## src/hw/rtl/upr_pkg.sv

```systemverilog
// shared types and constants for the upload frame receiver
package upr_pkg;

    localparam int unsigned CODE_IDX_W = 10;
    localparam int unsigned FRAME_LEN_W = 11;
    localparam int unsigned CFG_IDX_W = 1;
    localparam int unsigned CFG_DATA_W = 32;

    localparam logic [15:0] CODE_MAX = 16'd1024;

    localparam logic [7:0] CH_T = 8'h54;
    localparam logic [7:0] CH_V = 8'h56;
    localparam logic [7:0] CH_M = 8'h4D;
    localparam logic [7:0] CH_ONE = 8'h31;

    localparam logic [31:0] HUNT_FOREVER = 32'hFFFF_FFFF;
    localparam logic [31:0] HUNT_WINDOW_RST = 32'd15000;
    localparam logic [15:0] BYTE_WAIT_RST = 16'd250;

    typedef enum logic [CFG_IDX_W-1:0] {
        CFG_HUNT_WINDOW = 1'b0,
        CFG_BYTE_WAIT   = 1'b1
    } t_cfg_idx;

    typedef enum logic {
        OP_BYTE = 1'b0,
        OP_TICK = 1'b1
    } t_op;

    typedef enum logic {
        KIND_CODE   = 1'b0,
        KIND_STATUS = 1'b1
    } t_kind;

    typedef enum logic [2:0] {
        ST_OK      = 3'd0,
        ST_NOSTART = 3'd1,
        ST_MAGIC   = 3'd2,
        ST_LENGTH  = 3'd3,
        ST_SUM     = 3'd4,
        ST_TIMEOUT = 3'd5
    } t_status;

    typedef enum logic [2:0] {
        PH_HUNT   = 3'd0,
        PH_MAG_V  = 3'd1,
        PH_MAG_M  = 3'd2,
        PH_MAG_1  = 3'd3,
        PH_LEN_LO = 3'd4,
        PH_LEN_HI = 3'd5,
        PH_CODE   = 3'd6,
        PH_SUM    = 3'd7
    } t_phase;

    typedef struct packed {
        logic                   kind;
        logic [7:0]             code_byte;
        logic [CODE_IDX_W-1:0]  code_index;
        logic [2:0]             status;
        logic [FRAME_LEN_W-1:0] frame_length;
    } t_result;

    // handoff from the frame logic to the result register
    typedef struct packed {
        logic    load;
        t_result data;
    } t_res_xfer;

endpackage

```

## src/hw/rtl/upr_in_if.sv

```systemverilog
// input channel: received bytes and millisecond ticks
interface upr_in_if;
    logic       valid;
    logic       ready;
    logic       operation;
    logic [7:0] rx_byte;

    modport source (output valid, output operation, output rx_byte, input ready);
    modport sink   (input valid, input operation, input rx_byte, output ready);
endinterface

```

## src/hw/rtl/upr_out_if.sv

```systemverilog
// output channel: code bytes and frame status
interface upr_out_if;
    logic        valid;
    logic        ready;
    logic        kind;
    logic [7:0]  code_byte;
    logic [9:0]  code_index;
    logic [2:0]  status;
    logic [10:0] frame_length;

    modport source (output valid, output kind, output code_byte, output code_index,
                    output status, output frame_length, input ready);
    modport sink   (input valid, input kind, input code_byte, input code_index,
                    input status, input frame_length, output ready);
endinterface

```

## src/hw/rtl/upr_cfg_if.sv

```systemverilog
// configuration write channel
interface upr_cfg_if;
    logic        valid;
    logic        ready;
    logic [0:0]  index;
    logic [31:0] data;

    modport source (output valid, output index, output data, input ready);
    modport sink   (input valid, input index, input data, output ready);
endinterface

```

## src/hw/rtl/upload_frame_receiver_top.sv

```systemverilog
// top level of the upload frame receiver
//
//  channel   dir  payload                                           handshake
//  i_cmd     in   operation, rx_byte                                valid/ready
//  o_res     out  kind, code_byte, code_index, status, frame_length valid/ready
//  i_cfg     in   index (0 hunt window, 1 byte wait), data          valid/ready, always ready
//
// one transaction per cycle while o_res is not stalled: input register, combinational frame logic, result register
// a result is loaded into the result register as the frame logic consumes its input transaction
// i_rst_n is synchronous; it clears the frame state and loads the default register values
// a stalled output holds its result; a transaction waiting in the input register then
// holds i_cmd.ready low in the same cycle, since ready follows o_res.ready combinationally
module upload_frame_receiver_top
    import upr_pkg::*;
(
    input  logic        i_clk,
    input  logic        i_rst_n,
    upr_in_if.sink      i_cmd,
    upr_cfg_if.sink     i_cfg,
    upr_out_if.source   o_res
);

    logic [31:0] hunt_window;
    logic [15:0] byte_wait;
    logic        out_free;
    t_res_xfer   res_xfer;

    upr_cfg_regs u_cfg (
        .i_clk         (i_clk),
        .i_rst_n       (i_rst_n),
        .i_cfg         (i_cfg),
        .o_hunt_window (hunt_window),
        .o_byte_wait   (byte_wait)
    );

    upr_frame_fsm u_fsm (
        .i_clk         (i_clk),
        .i_rst_n       (i_rst_n),
        .i_cmd         (i_cmd),
        .i_hunt_window (hunt_window),
        .i_byte_wait   (byte_wait),
        .i_out_free    (out_free),
        .o_res         (res_xfer)
    );

    upr_out_stage u_out (
        .i_clk   (i_clk),
        .i_rst_n (i_rst_n),
        .i_res   (res_xfer),
        .o_free  (out_free),
        .o_res   (o_res)
    );

endmodule

```

## src/hw/rtl/upr_cfg_regs.sv

```systemverilog
// configuration registers: hunt window and inter-byte wait
module upr_cfg_regs
    import upr_pkg::*;
(
    input  logic         i_clk,
    input  logic         i_rst_n,
    upr_cfg_if.sink      i_cfg,
    output logic [31:0]  o_hunt_window,
    output logic [15:0]  o_byte_wait
);

    logic [31:0] r_hunt_window;
    logic [15:0] r_byte_wait;
    logic        cfg_wr;

    assign i_cfg.ready = 1'b1;
    assign cfg_wr      = i_cfg.valid;

    always_ff @(posedge i_clk) begin
        if (!i_rst_n) begin
            r_hunt_window <= HUNT_WINDOW_RST;
            r_byte_wait   <= BYTE_WAIT_RST;
        end else if (cfg_wr) begin
            unique case (t_cfg_idx'(i_cfg.index))
                CFG_HUNT_WINDOW: r_hunt_window <= i_cfg.data;
                CFG_BYTE_WAIT:   r_byte_wait   <= i_cfg.data[15:0];
                default:         r_hunt_window <= r_hunt_window;
            endcase
        end
    end

    assign o_hunt_window = r_hunt_window;
    assign o_byte_wait   = r_byte_wait;

endmodule

```

## src/hw/rtl/upr_frame_fsm.sv

```systemverilog
// input register, frame state machine and result generation
module upr_frame_fsm
    import upr_pkg::*;
(
    input  logic         i_clk,
    input  logic         i_rst_n,
    upr_in_if.sink       i_cmd,
    input  logic [31:0]  i_hunt_window,
    input  logic [15:0]  i_byte_wait,
    input  logic         i_out_free,
    output t_res_xfer    o_res
);

    logic        r_in_valid;
    logic        r_in_op;
    logic [7:0]  r_in_byte;

    t_phase      r_phase,  n_phase;
    logic [7:0]  r_len_lo, n_len_lo;
    logic [15:0] r_length, n_length;
    logic [15:0] r_count,  n_count;
    logic [7:0]  r_sum,    n_sum;
    logic [31:0] r_elapsed, n_elapsed;

    logic        advance;
    logic        res_valid;
    t_result     res;
    logic [31:0] elapsed_inc;
    logic [15:0] count_inc;
    logic [15:0] len_new;
    logic        hunt_open;

    assign advance     = r_in_valid && i_out_free;
    assign i_cmd.ready = !r_in_valid || advance;

    // input register
    always_ff @(posedge i_clk) begin
        if (!i_rst_n) begin
            r_in_valid <= 1'b0;
        end else if (i_cmd.ready) begin
            r_in_valid <= i_cmd.valid;
        end
    end

    always_ff @(posedge i_clk) begin
        if (i_cmd.ready && i_cmd.valid) begin
            r_in_op   <= i_cmd.operation;
            r_in_byte <= i_cmd.rx_byte;
        end
    end

    // state register
    always_ff @(posedge i_clk) begin
        if (!i_rst_n) begin
            r_phase   <= PH_HUNT;
            r_len_lo  <= '0;
            r_length  <= '0;
            r_count   <= '0;
            r_sum     <= '0;
            r_elapsed <= '0;
        end else begin
            r_phase   <= n_phase;
            r_len_lo  <= n_len_lo;
            r_length  <= n_length;
            r_count   <= n_count;
            r_sum     <= n_sum;
            r_elapsed <= n_elapsed;
        end
    end

    assign elapsed_inc = (r_elapsed == HUNT_FOREVER) ? r_elapsed : r_elapsed + 32'd1;
    assign count_inc   = r_count + 16'd1;
    assign len_new     = {r_in_byte, r_len_lo};
    assign hunt_open   = (i_hunt_window == HUNT_FOREVER);

    always_comb begin
        n_phase   = r_phase;
        n_len_lo  = r_len_lo;
        n_length  = r_length;
        n_count   = r_count;
        n_sum     = r_sum;
        n_elapsed = r_elapsed;
        res_valid = 1'b0;
        res       = '0;

        if (advance) begin
            if (t_op'(r_in_op) == OP_TICK) begin
                n_elapsed = elapsed_inc;
                if (r_phase == PH_HUNT) begin
                    if (!hunt_open && elapsed_inc >= i_hunt_window) begin
                        res_valid  = 1'b1;
                        res.kind   = KIND_STATUS;
                        res.status = ST_NOSTART;
                    end
                end else if (elapsed_inc >= {16'd0, i_byte_wait}) begin
                    res_valid  = 1'b1;
                    res.kind   = KIND_STATUS;
                    res.status = ST_TIMEOUT;
                end
            end else begin
                if (r_phase != PH_HUNT) begin
                    n_elapsed = '0;
                end
                unique case (r_phase)
                    PH_HUNT: begin
                        if (!hunt_open && r_elapsed >= i_hunt_window) begin
                            res_valid  = 1'b1;
                            res.kind   = KIND_STATUS;
                            res.status = ST_NOSTART;
                        end else if (r_in_byte == CH_T) begin
                            n_phase   = PH_MAG_V;
                            n_elapsed = '0;
                        end
                    end
                    PH_MAG_V, PH_MAG_M, PH_MAG_1: begin
                        if ((r_phase == PH_MAG_V && r_in_byte != CH_V) ||
                            (r_phase == PH_MAG_M && r_in_byte != CH_M) ||
                            (r_phase == PH_MAG_1 && r_in_byte != CH_ONE)) begin
                            res_valid  = 1'b1;
                            res.kind   = KIND_STATUS;
                            res.status = ST_MAGIC;
                        end else begin
                            n_phase = t_phase'(r_phase + 3'd1);
                        end
                    end
                    PH_LEN_LO: begin
                        n_len_lo = r_in_byte;
                        n_phase  = PH_LEN_HI;
                    end
                    PH_LEN_HI: begin
                        n_length = len_new;
                        if (len_new == 16'd0 || len_new > CODE_MAX) begin
                            res_valid  = 1'b1;
                            res.kind   = KIND_STATUS;
                            res.status = ST_LENGTH;
                        end else begin
                            n_count = '0;
                            n_sum   = '0;
                            n_phase = PH_CODE;
                        end
                    end
                    PH_CODE: begin
                        res_valid      = 1'b1;
                        res.kind       = KIND_CODE;
                        res.code_byte  = r_in_byte;
                        res.code_index = r_count[CODE_IDX_W-1:0];
                        n_sum          = r_sum + r_in_byte;
                        n_count        = count_inc;
                        if (count_inc >= r_length) begin
                            n_phase = PH_SUM;
                        end
                    end
                    PH_SUM: begin
                        res_valid = 1'b1;
                        res.kind  = KIND_STATUS;
                        if (r_in_byte != r_sum) begin
                            res.status = ST_SUM;
                        end else begin
                            res.status       = ST_OK;
                            res.frame_length = r_length[FRAME_LEN_W-1:0];
                        end
                    end
                endcase
            end

            // every status ends the attempt and restarts the hunt
            if (res_valid && t_kind'(res.kind) == KIND_STATUS) begin
                n_phase   = PH_HUNT;
                n_len_lo  = '0;
                n_length  = '0;
                n_count   = '0;
                n_sum     = '0;
                n_elapsed = '0;
            end
        end
    end

    assign o_res.load = advance && res_valid;
    assign o_res.data = res;

    a_status_restarts: assert property (@(posedge i_clk) disable iff (!i_rst_n)
        (o_res.load && o_res.data.kind == KIND_STATUS) |=> (r_phase == PH_HUNT && r_elapsed == '0))
        else $error("status did not restart the hunt");

    a_code_count: assert property (@(posedge i_clk) disable iff (!i_rst_n)
        (r_phase == PH_CODE) |-> (r_count < r_length && r_length <= CODE_MAX))
        else $error("code byte count out of range");

    a_sum_count: assert property (@(posedge i_clk) disable iff (!i_rst_n)
        (r_phase == PH_SUM) |-> (r_count == r_length && r_length != 16'd0))
        else $error("checksum phase with wrong byte count");

    a_ok_length: assert property (@(posedge i_clk) disable iff (!i_rst_n)
        (o_res.load && o_res.data.kind == KIND_STATUS && o_res.data.status == ST_OK)
            |-> (o_res.data.frame_length != '0))
        else $error("ok status without length");

endmodule

```

## src/hw/rtl/upr_out_stage.sv

```systemverilog
// result register toward the output channel
module upr_out_stage
    import upr_pkg::*;
(
    input  logic        i_clk,
    input  logic        i_rst_n,
    input  t_res_xfer   i_res,
    output logic        o_free,
    upr_out_if.source   o_res
);

    logic    r_valid;
    t_result r_data;

    assign o_free = !r_valid || o_res.ready;

    always_ff @(posedge i_clk) begin
        if (!i_rst_n) begin
            r_valid <= 1'b0;
        end else if (o_free) begin
            r_valid <= i_res.load;
        end
    end

    always_ff @(posedge i_clk) begin
        if (o_free && i_res.load) begin
            r_data <= i_res.data;
        end
    end

    assign o_res.valid        = r_valid;
    assign o_res.kind         = r_data.kind;
    assign o_res.code_byte    = r_data.code_byte;
    assign o_res.code_index   = r_data.code_index;
    assign o_res.status       = r_data.status;
    assign o_res.frame_length = r_data.frame_length;

endmodule

```

## src/flat_wrapper.sv

```systemverilog
// flat-port wrapper written by rule: the top's interface ports become plain ports
module upload_frame_receiver_top_flat import upr_pkg::*;
  (i_clk, i_rst_n, i_cmd_valid, i_cmd_operation, i_cmd_rx_byte, i_cmd_ready, i_cfg_valid, i_cfg_index, i_cfg_data, i_cfg_ready, o_res_valid, o_res_kind, o_res_code_byte, o_res_code_index, o_res_status, o_res_frame_length, o_res_ready);
  upr_in_if i_cmd_i ();
  upr_cfg_if i_cfg_i ();
  upr_out_if o_res_i ();
  input  logic i_clk;
  input  logic i_rst_n;
  input wire logic [$bits(i_cmd_i.valid)-1:0] i_cmd_valid;
  input wire logic [$bits(i_cmd_i.operation)-1:0] i_cmd_operation;
  input wire logic [$bits(i_cmd_i.rx_byte)-1:0] i_cmd_rx_byte;
  output wire logic [$bits(i_cmd_i.ready)-1:0] i_cmd_ready;
  input wire logic [$bits(i_cfg_i.valid)-1:0] i_cfg_valid;
  input wire logic [$bits(i_cfg_i.index)-1:0] i_cfg_index;
  input wire logic [$bits(i_cfg_i.data)-1:0] i_cfg_data;
  output wire logic [$bits(i_cfg_i.ready)-1:0] i_cfg_ready;
  output wire logic [$bits(o_res_i.valid)-1:0] o_res_valid;
  output wire logic [$bits(o_res_i.kind)-1:0] o_res_kind;
  output wire logic [$bits(o_res_i.code_byte)-1:0] o_res_code_byte;
  output wire logic [$bits(o_res_i.code_index)-1:0] o_res_code_index;
  output wire logic [$bits(o_res_i.status)-1:0] o_res_status;
  output wire logic [$bits(o_res_i.frame_length)-1:0] o_res_frame_length;
  input wire logic [$bits(o_res_i.ready)-1:0] o_res_ready;
  assign i_cmd_i.valid = i_cmd_valid;
  assign i_cmd_i.operation = i_cmd_operation;
  assign i_cmd_i.rx_byte = i_cmd_rx_byte;
  assign i_cmd_ready = i_cmd_i.ready;
  assign i_cfg_i.valid = i_cfg_valid;
  assign i_cfg_i.index = i_cfg_index;
  assign i_cfg_i.data = i_cfg_data;
  assign i_cfg_ready = i_cfg_i.ready;
  assign o_res_valid = o_res_i.valid;
  assign o_res_kind = o_res_i.kind;
  assign o_res_code_byte = o_res_i.code_byte;
  assign o_res_code_index = o_res_i.code_index;
  assign o_res_status = o_res_i.status;
  assign o_res_frame_length = o_res_i.frame_length;
  assign o_res_i.ready = o_res_ready;
  upload_frame_receiver_top u_core (.i_clk(i_clk), .i_rst_n(i_rst_n), .i_cmd(i_cmd_i), .i_cfg(i_cfg_i), .o_res(o_res_i));
endmodule
```

## config.mk

```make
export PLATFORM = sky130hd
export DESIGN_NAME = upload_frame_receiver_top_flat
export DESIGN_NICKNAME = d
export VERILOG_FILES = /design/src/hw/rtl/upr_pkg.sv /design/src/hw/rtl/upr_in_if.sv /design/src/hw/rtl/upr_out_if.sv /design/src/hw/rtl/upr_cfg_if.sv /design/src/hw/rtl/upload_frame_receiver_top.sv /design/src/hw/rtl/upr_cfg_regs.sv /design/src/hw/rtl/upr_frame_fsm.sv /design/src/hw/rtl/upr_out_stage.sv /design/src/flat_wrapper.sv
export SDC_FILE = /design/constraint.sdc
export NUM_CORES = 1
export LEC_CHECK = 0
export ABC_AREA = 0
export ABC_CLOCK_PERIOD_IN_PS = 7440
export BUFFER_PORTS_ARGS = -buffer_cell sky130_fd_sc_hd__clkbuf_2
export CAP_MARGIN = 5
export CORE_ASPECT_RATIO = 0.6
export CORE_MARGIN = 3
export CORE_UTILIZATION = 61
export CTS_CLUSTER_DIAMETER = 150
export DETAILED_ROUTE_END_ITERATION = 8
export PLACE_DENSITY = 0.92
export SYNTH_ARGS = -nofsm -noshare
export SYNTH_HDL_FRONTEND = slang
export SYNTH_SLANG_ARGS = --single-unit
export TNS_END_PERCENT = 1
```

## constraint.sdc

```tcl
create_clock -name i_clk -period 7.44 [get_ports i_clk]
set_clock_uncertainty 0.2 [all_clocks]
set_input_delay 0.744 -clock i_clk [delete_from_list [all_inputs] [get_ports i_clk]]
set_output_delay 0.744 -clock i_clk [all_outputs]
set_load 0.03 [all_outputs]
```

==> results_dict.tcl <==
set metrics [dict create \
    status "finished, violations left" \
    violations "design-rule violations" \
    cp_max_fo 24 \
    tightest_slew_ps 1250 \
    htree_levels 4 \
    dp_slack_ps 1180 \
    gp_congestion 0.978 \
    yosys_warnings 0 \
    syn_to_final_growth_pct 9.89 \
    reg2regPathDepth 21 \
    cts_tree "built" \
    wl_met2_um 12200 \
    critical_path.endpoint_type "flip-flop" \
    r2r-start "u_core.u_fsm.r_elapsed[0]" \
    final-setup-viol-count 0 \
    synth.cells.most_frequent "175 x nand2_1, 133 x dfxtp_1, 110 x ha_1, 79 x inv_1, 54 x a21oi_1" \
    io_buffers 81 \
    ys_seq_area_share_pct 35.9 \
    drt-total-wl_um 28900 \
    drt_pass1_iterations 9 \
    async_flop_share_pct 0 \
    ios 83 \
    hold_path.class "flip-flop to flip-flop" \
    synth_cell_types 80 \
    track_usage_pct 29.9 \
    grt_antenna_before_repair 0 \
    cts_buffers 17 \
    cts-root-buf "clkbuf_16" \
    clock_latency_ps 430 \
    drcViolationCount 10 \
    num_rows 37 \
    cts_setup_buffers 0 \
    vias 9859 \
    post-route-period-util_pct 88.3 \
    synth_area_leaders "dfxtp_1 24%, ha_1 13%, edfxtp_1 12%" \
    max-cap-violations 0 \
    yosys.area.top_type "dfxtp_1" \
    synth-seq-cells 175 \
    rsz0062_at_grt "no" \
    cts_resized 0 \
    n_antenna_cell 0 \
    slew_headroom_pct 14.8 \
    max_freq_mhz 152 \
    ff2ff_setup_slack_ps 870 \
    synth_top_area_share_pct 24.4 \
    holdPathEnd "u_core.u_cfg.o_byte_wait[2]" \
    avgSynthCellArea_sq_um 8.84 \
    routed-wl-met3_um 3510 \
    initial_utilization_pct 62.9 \
    holdBufCountCts 0 \
    wl_per_cell_um 18.8 \
    timing.rr.end "u_core.u_fsm.r_sum[2]" \
    worstPathArrival_ps 6740 \
    dieArea_sq_mm 0.0196 \
    synth_edf_count 42 \
    drtAntennaViolNets 0 \
    die_w_um 179 \
    power_density_mw_per_mm2 170 \
    m1WireLength_um 12800 \
    via_per_inst 6.44 \
    hold_start "u_core.u_cfg.o_byte_wait[2]" \
    clock_sinks 175 \
    hold_path_depth 2 \
    worstSetupPathType "flip-flop to flip-flop" \
    yosysMostFrequentCell "nand2_1" \
    drive_above_1_share_pct 11.6 \
    syn-cell-area_sq_mm 0.0109 \
    dpl.hpwl_um 21400 \
    grt_max_degree 74 \
    cts.clk_slew.worst_paths_ps 70 \
    synthFlopType "dfxtp_1" \
    fp.dieH_um 110 \
    final_nets 1442 \
    overflow 0 \
    max-vdd-ir-drop_mv 0.157 \
    layout_setup_ws_ps 870 \
    drt_iter0_markers 1179 \
    p_leak_nw 5.05 \
    design.core.area_sq_mm 0.0174 \
    report.final.slew_viol_count 0 \
    routed.top_layer "met4" \
    post-route-min-period_ps 6570 \
    grt_pass1_wl_um 46700 \
    hold_viol 0 \
    grt_pass1_vias 9235 \
    clockBufferDepth 2 \
    start_kind "flip-flop" \
    tns_ps 0 \
    syn-instance-count 1235 \
    worstPathRequired_ps 7610 \
    synth_nets 1393 \
    p_total_mw 2.05 \
]
## kinds of logic after synthesis
kind of cell    share of synthesized area, %
compound gates                          19.9
xor+xnor                                3.45
fa+ha+maj                               12.8
buf+inv                                 5.33
flops                                   35.9
mux                                    0.390
other cells                           0.0343
simple gates                            22.1
## placed cells by master (no fill, tap or decap), types with 16 or more instances in the layout
| master | netlist | routed |
|---|---|---|
| edfxtp_1 | 42 | 42 |
| ha_1 | 110 | 110 |
| nand4_1 | 30 | 30 |
| a21boi_0 | 38 | 38 |
| nor2_1 | 45 | 45 |
| xnor2_1 | 30 | 30 |
| dfxtp_1 | 133 | 133 |
| nand2_1 | 175 | 175 |
| nand3_1 | 27 | 27 |
| clkbuf_16 | 0 | 17 |
| o21ai_0 | 33 | 33 |
| clkbuf_2 | 1 | 81 |
| a21o_1 | 17 | 17 |
| and3_1 | 22 | 22 |
| a21oi_1 | 54 | 54 |
| a32o_1 | 16 | 16 |
| a22o_1 | 27 | 27 |
| and2_1 | 42 | 42 |
| inv_1 | 79 | 79 |
| nor3_1 | 21 | 21 |
| o211ai_1 | 42 | 42 |
## report_power, final
part	total, mW	leakage (nW)	internal (mW)	switching [mW]
clock	0.879	0.278	0.445	0.434
combinational	0.155	3.34	0.0522	0.103
sequential	1.01	1.43	0.991	0.0205
## critical path: stages (launching register included)
cell,delay [ps]
dfxtp_1,380
ha_1,260
nand4_1,140
nor4_4,50
buf_4,190
a31oi_1,820
and3_1,360
nand2_1,100
and2_1,190
or2_2,330
ha_1,330
a21oi_1,180
o21ai_0,90
a2111oi_0,480
buf_4,210
o32ai_1,100
a2111oi_0,490
nand3_1,250
a21oi_2,190
buf_4,320
o21a_1,560
a22o_1,260
## routing by layer
metal | track usage (%) | up-vias
met5 | 0 | -
met4 | 8.00 | 0
met3 | 7.63 | 62
met2 | 45.1 | 602
met1 | 42.8 | 4596
li1 | - | 4599
## worst max path at each step
stage / startpoint / end / slack, ps / depth (start not counted)
after floorplan: u_core.u_fsm.r_elapsed[4] / u_core.u_out.o_res.code_byte[0] / 630 / 19
after CTS: u_core.u_fsm.r_elapsed[0] / u_core.u_fsm.r_sum[2] / 1100 / 21
after detailed placement: u_core.u_fsm.r_elapsed[0] / u_core.u_fsm.r_sum[7] / 1180 / 21
after global placement: u_core.u_fsm.r_elapsed[0] / u_core.u_fsm.r_sum[7] / 1600 / 20
after global routing: u_core.u_fsm.r_elapsed[0] / u_core.u_fsm.r_sum[7] / 540 / 21
final: u_core.u_fsm.r_elapsed[0] / u_core.u_fsm.r_sum[2] / 870 / 21
## flip-flops by register name, summed over array words and instances, names as in the netlist
signal and count:
u_core.u_cfg.o_hunt_window 32, u_core.u_fsm.r_elapsed 32, u_core.u_cfg.o_byte_wait 16, u_core.u_fsm.r_count 16, u_core.u_fsm.r_length 16, u_core.u_out.o_res.frame_length 11
u_core.u_out.o_res.code_index 10, u_core.u_fsm.r_in_byte 8, u_core.u_fsm.r_len_lo 8, u_core.u_fsm.r_sum 8, u_core.u_out.o_res.code_byte 8, u_core.u_fsm.r_phase 3
u_core.u_out.o_res.status 3, u_core.u_fsm.r_in_op 1, u_core.u_fsm.r_in_valid 1, u_core.u_out.o_res.kind 1, u_core.u_out.o_res.valid 1
## metrics by stage
stage / instances / instance area [sq um] / utilization [%] / hold slack (ps)
2_1_floorplan: 1235 / 10900 / - / 243
3_3_place_gp: 1499 / 11400 / 65.9 / 253
3_5_place_dp: 1499 / 11400 / 65.9 / 263
4_1_cts: 1531 / 12000 / 69.1 / 273
5_1_grt: 1531 / 12000 / 69.1 / 273
6_report: 1531 / 12000 / 69.1 / 275
## layout make-up
cell class / instances / area [sq um]
Multi-Input combinational cell: 919 / 6430
Fill cell: 1307 / 5360
Sequential cell: 175 / 3920
Timing Repair Buffer: 92 / 488
Clock buffer: 17 / 425
Inverter: 79 / 297
Tap cell: 234 / 293
Clock inverter: 15 / 139
No activity file was read; power rests on OpenSTA's default activity.
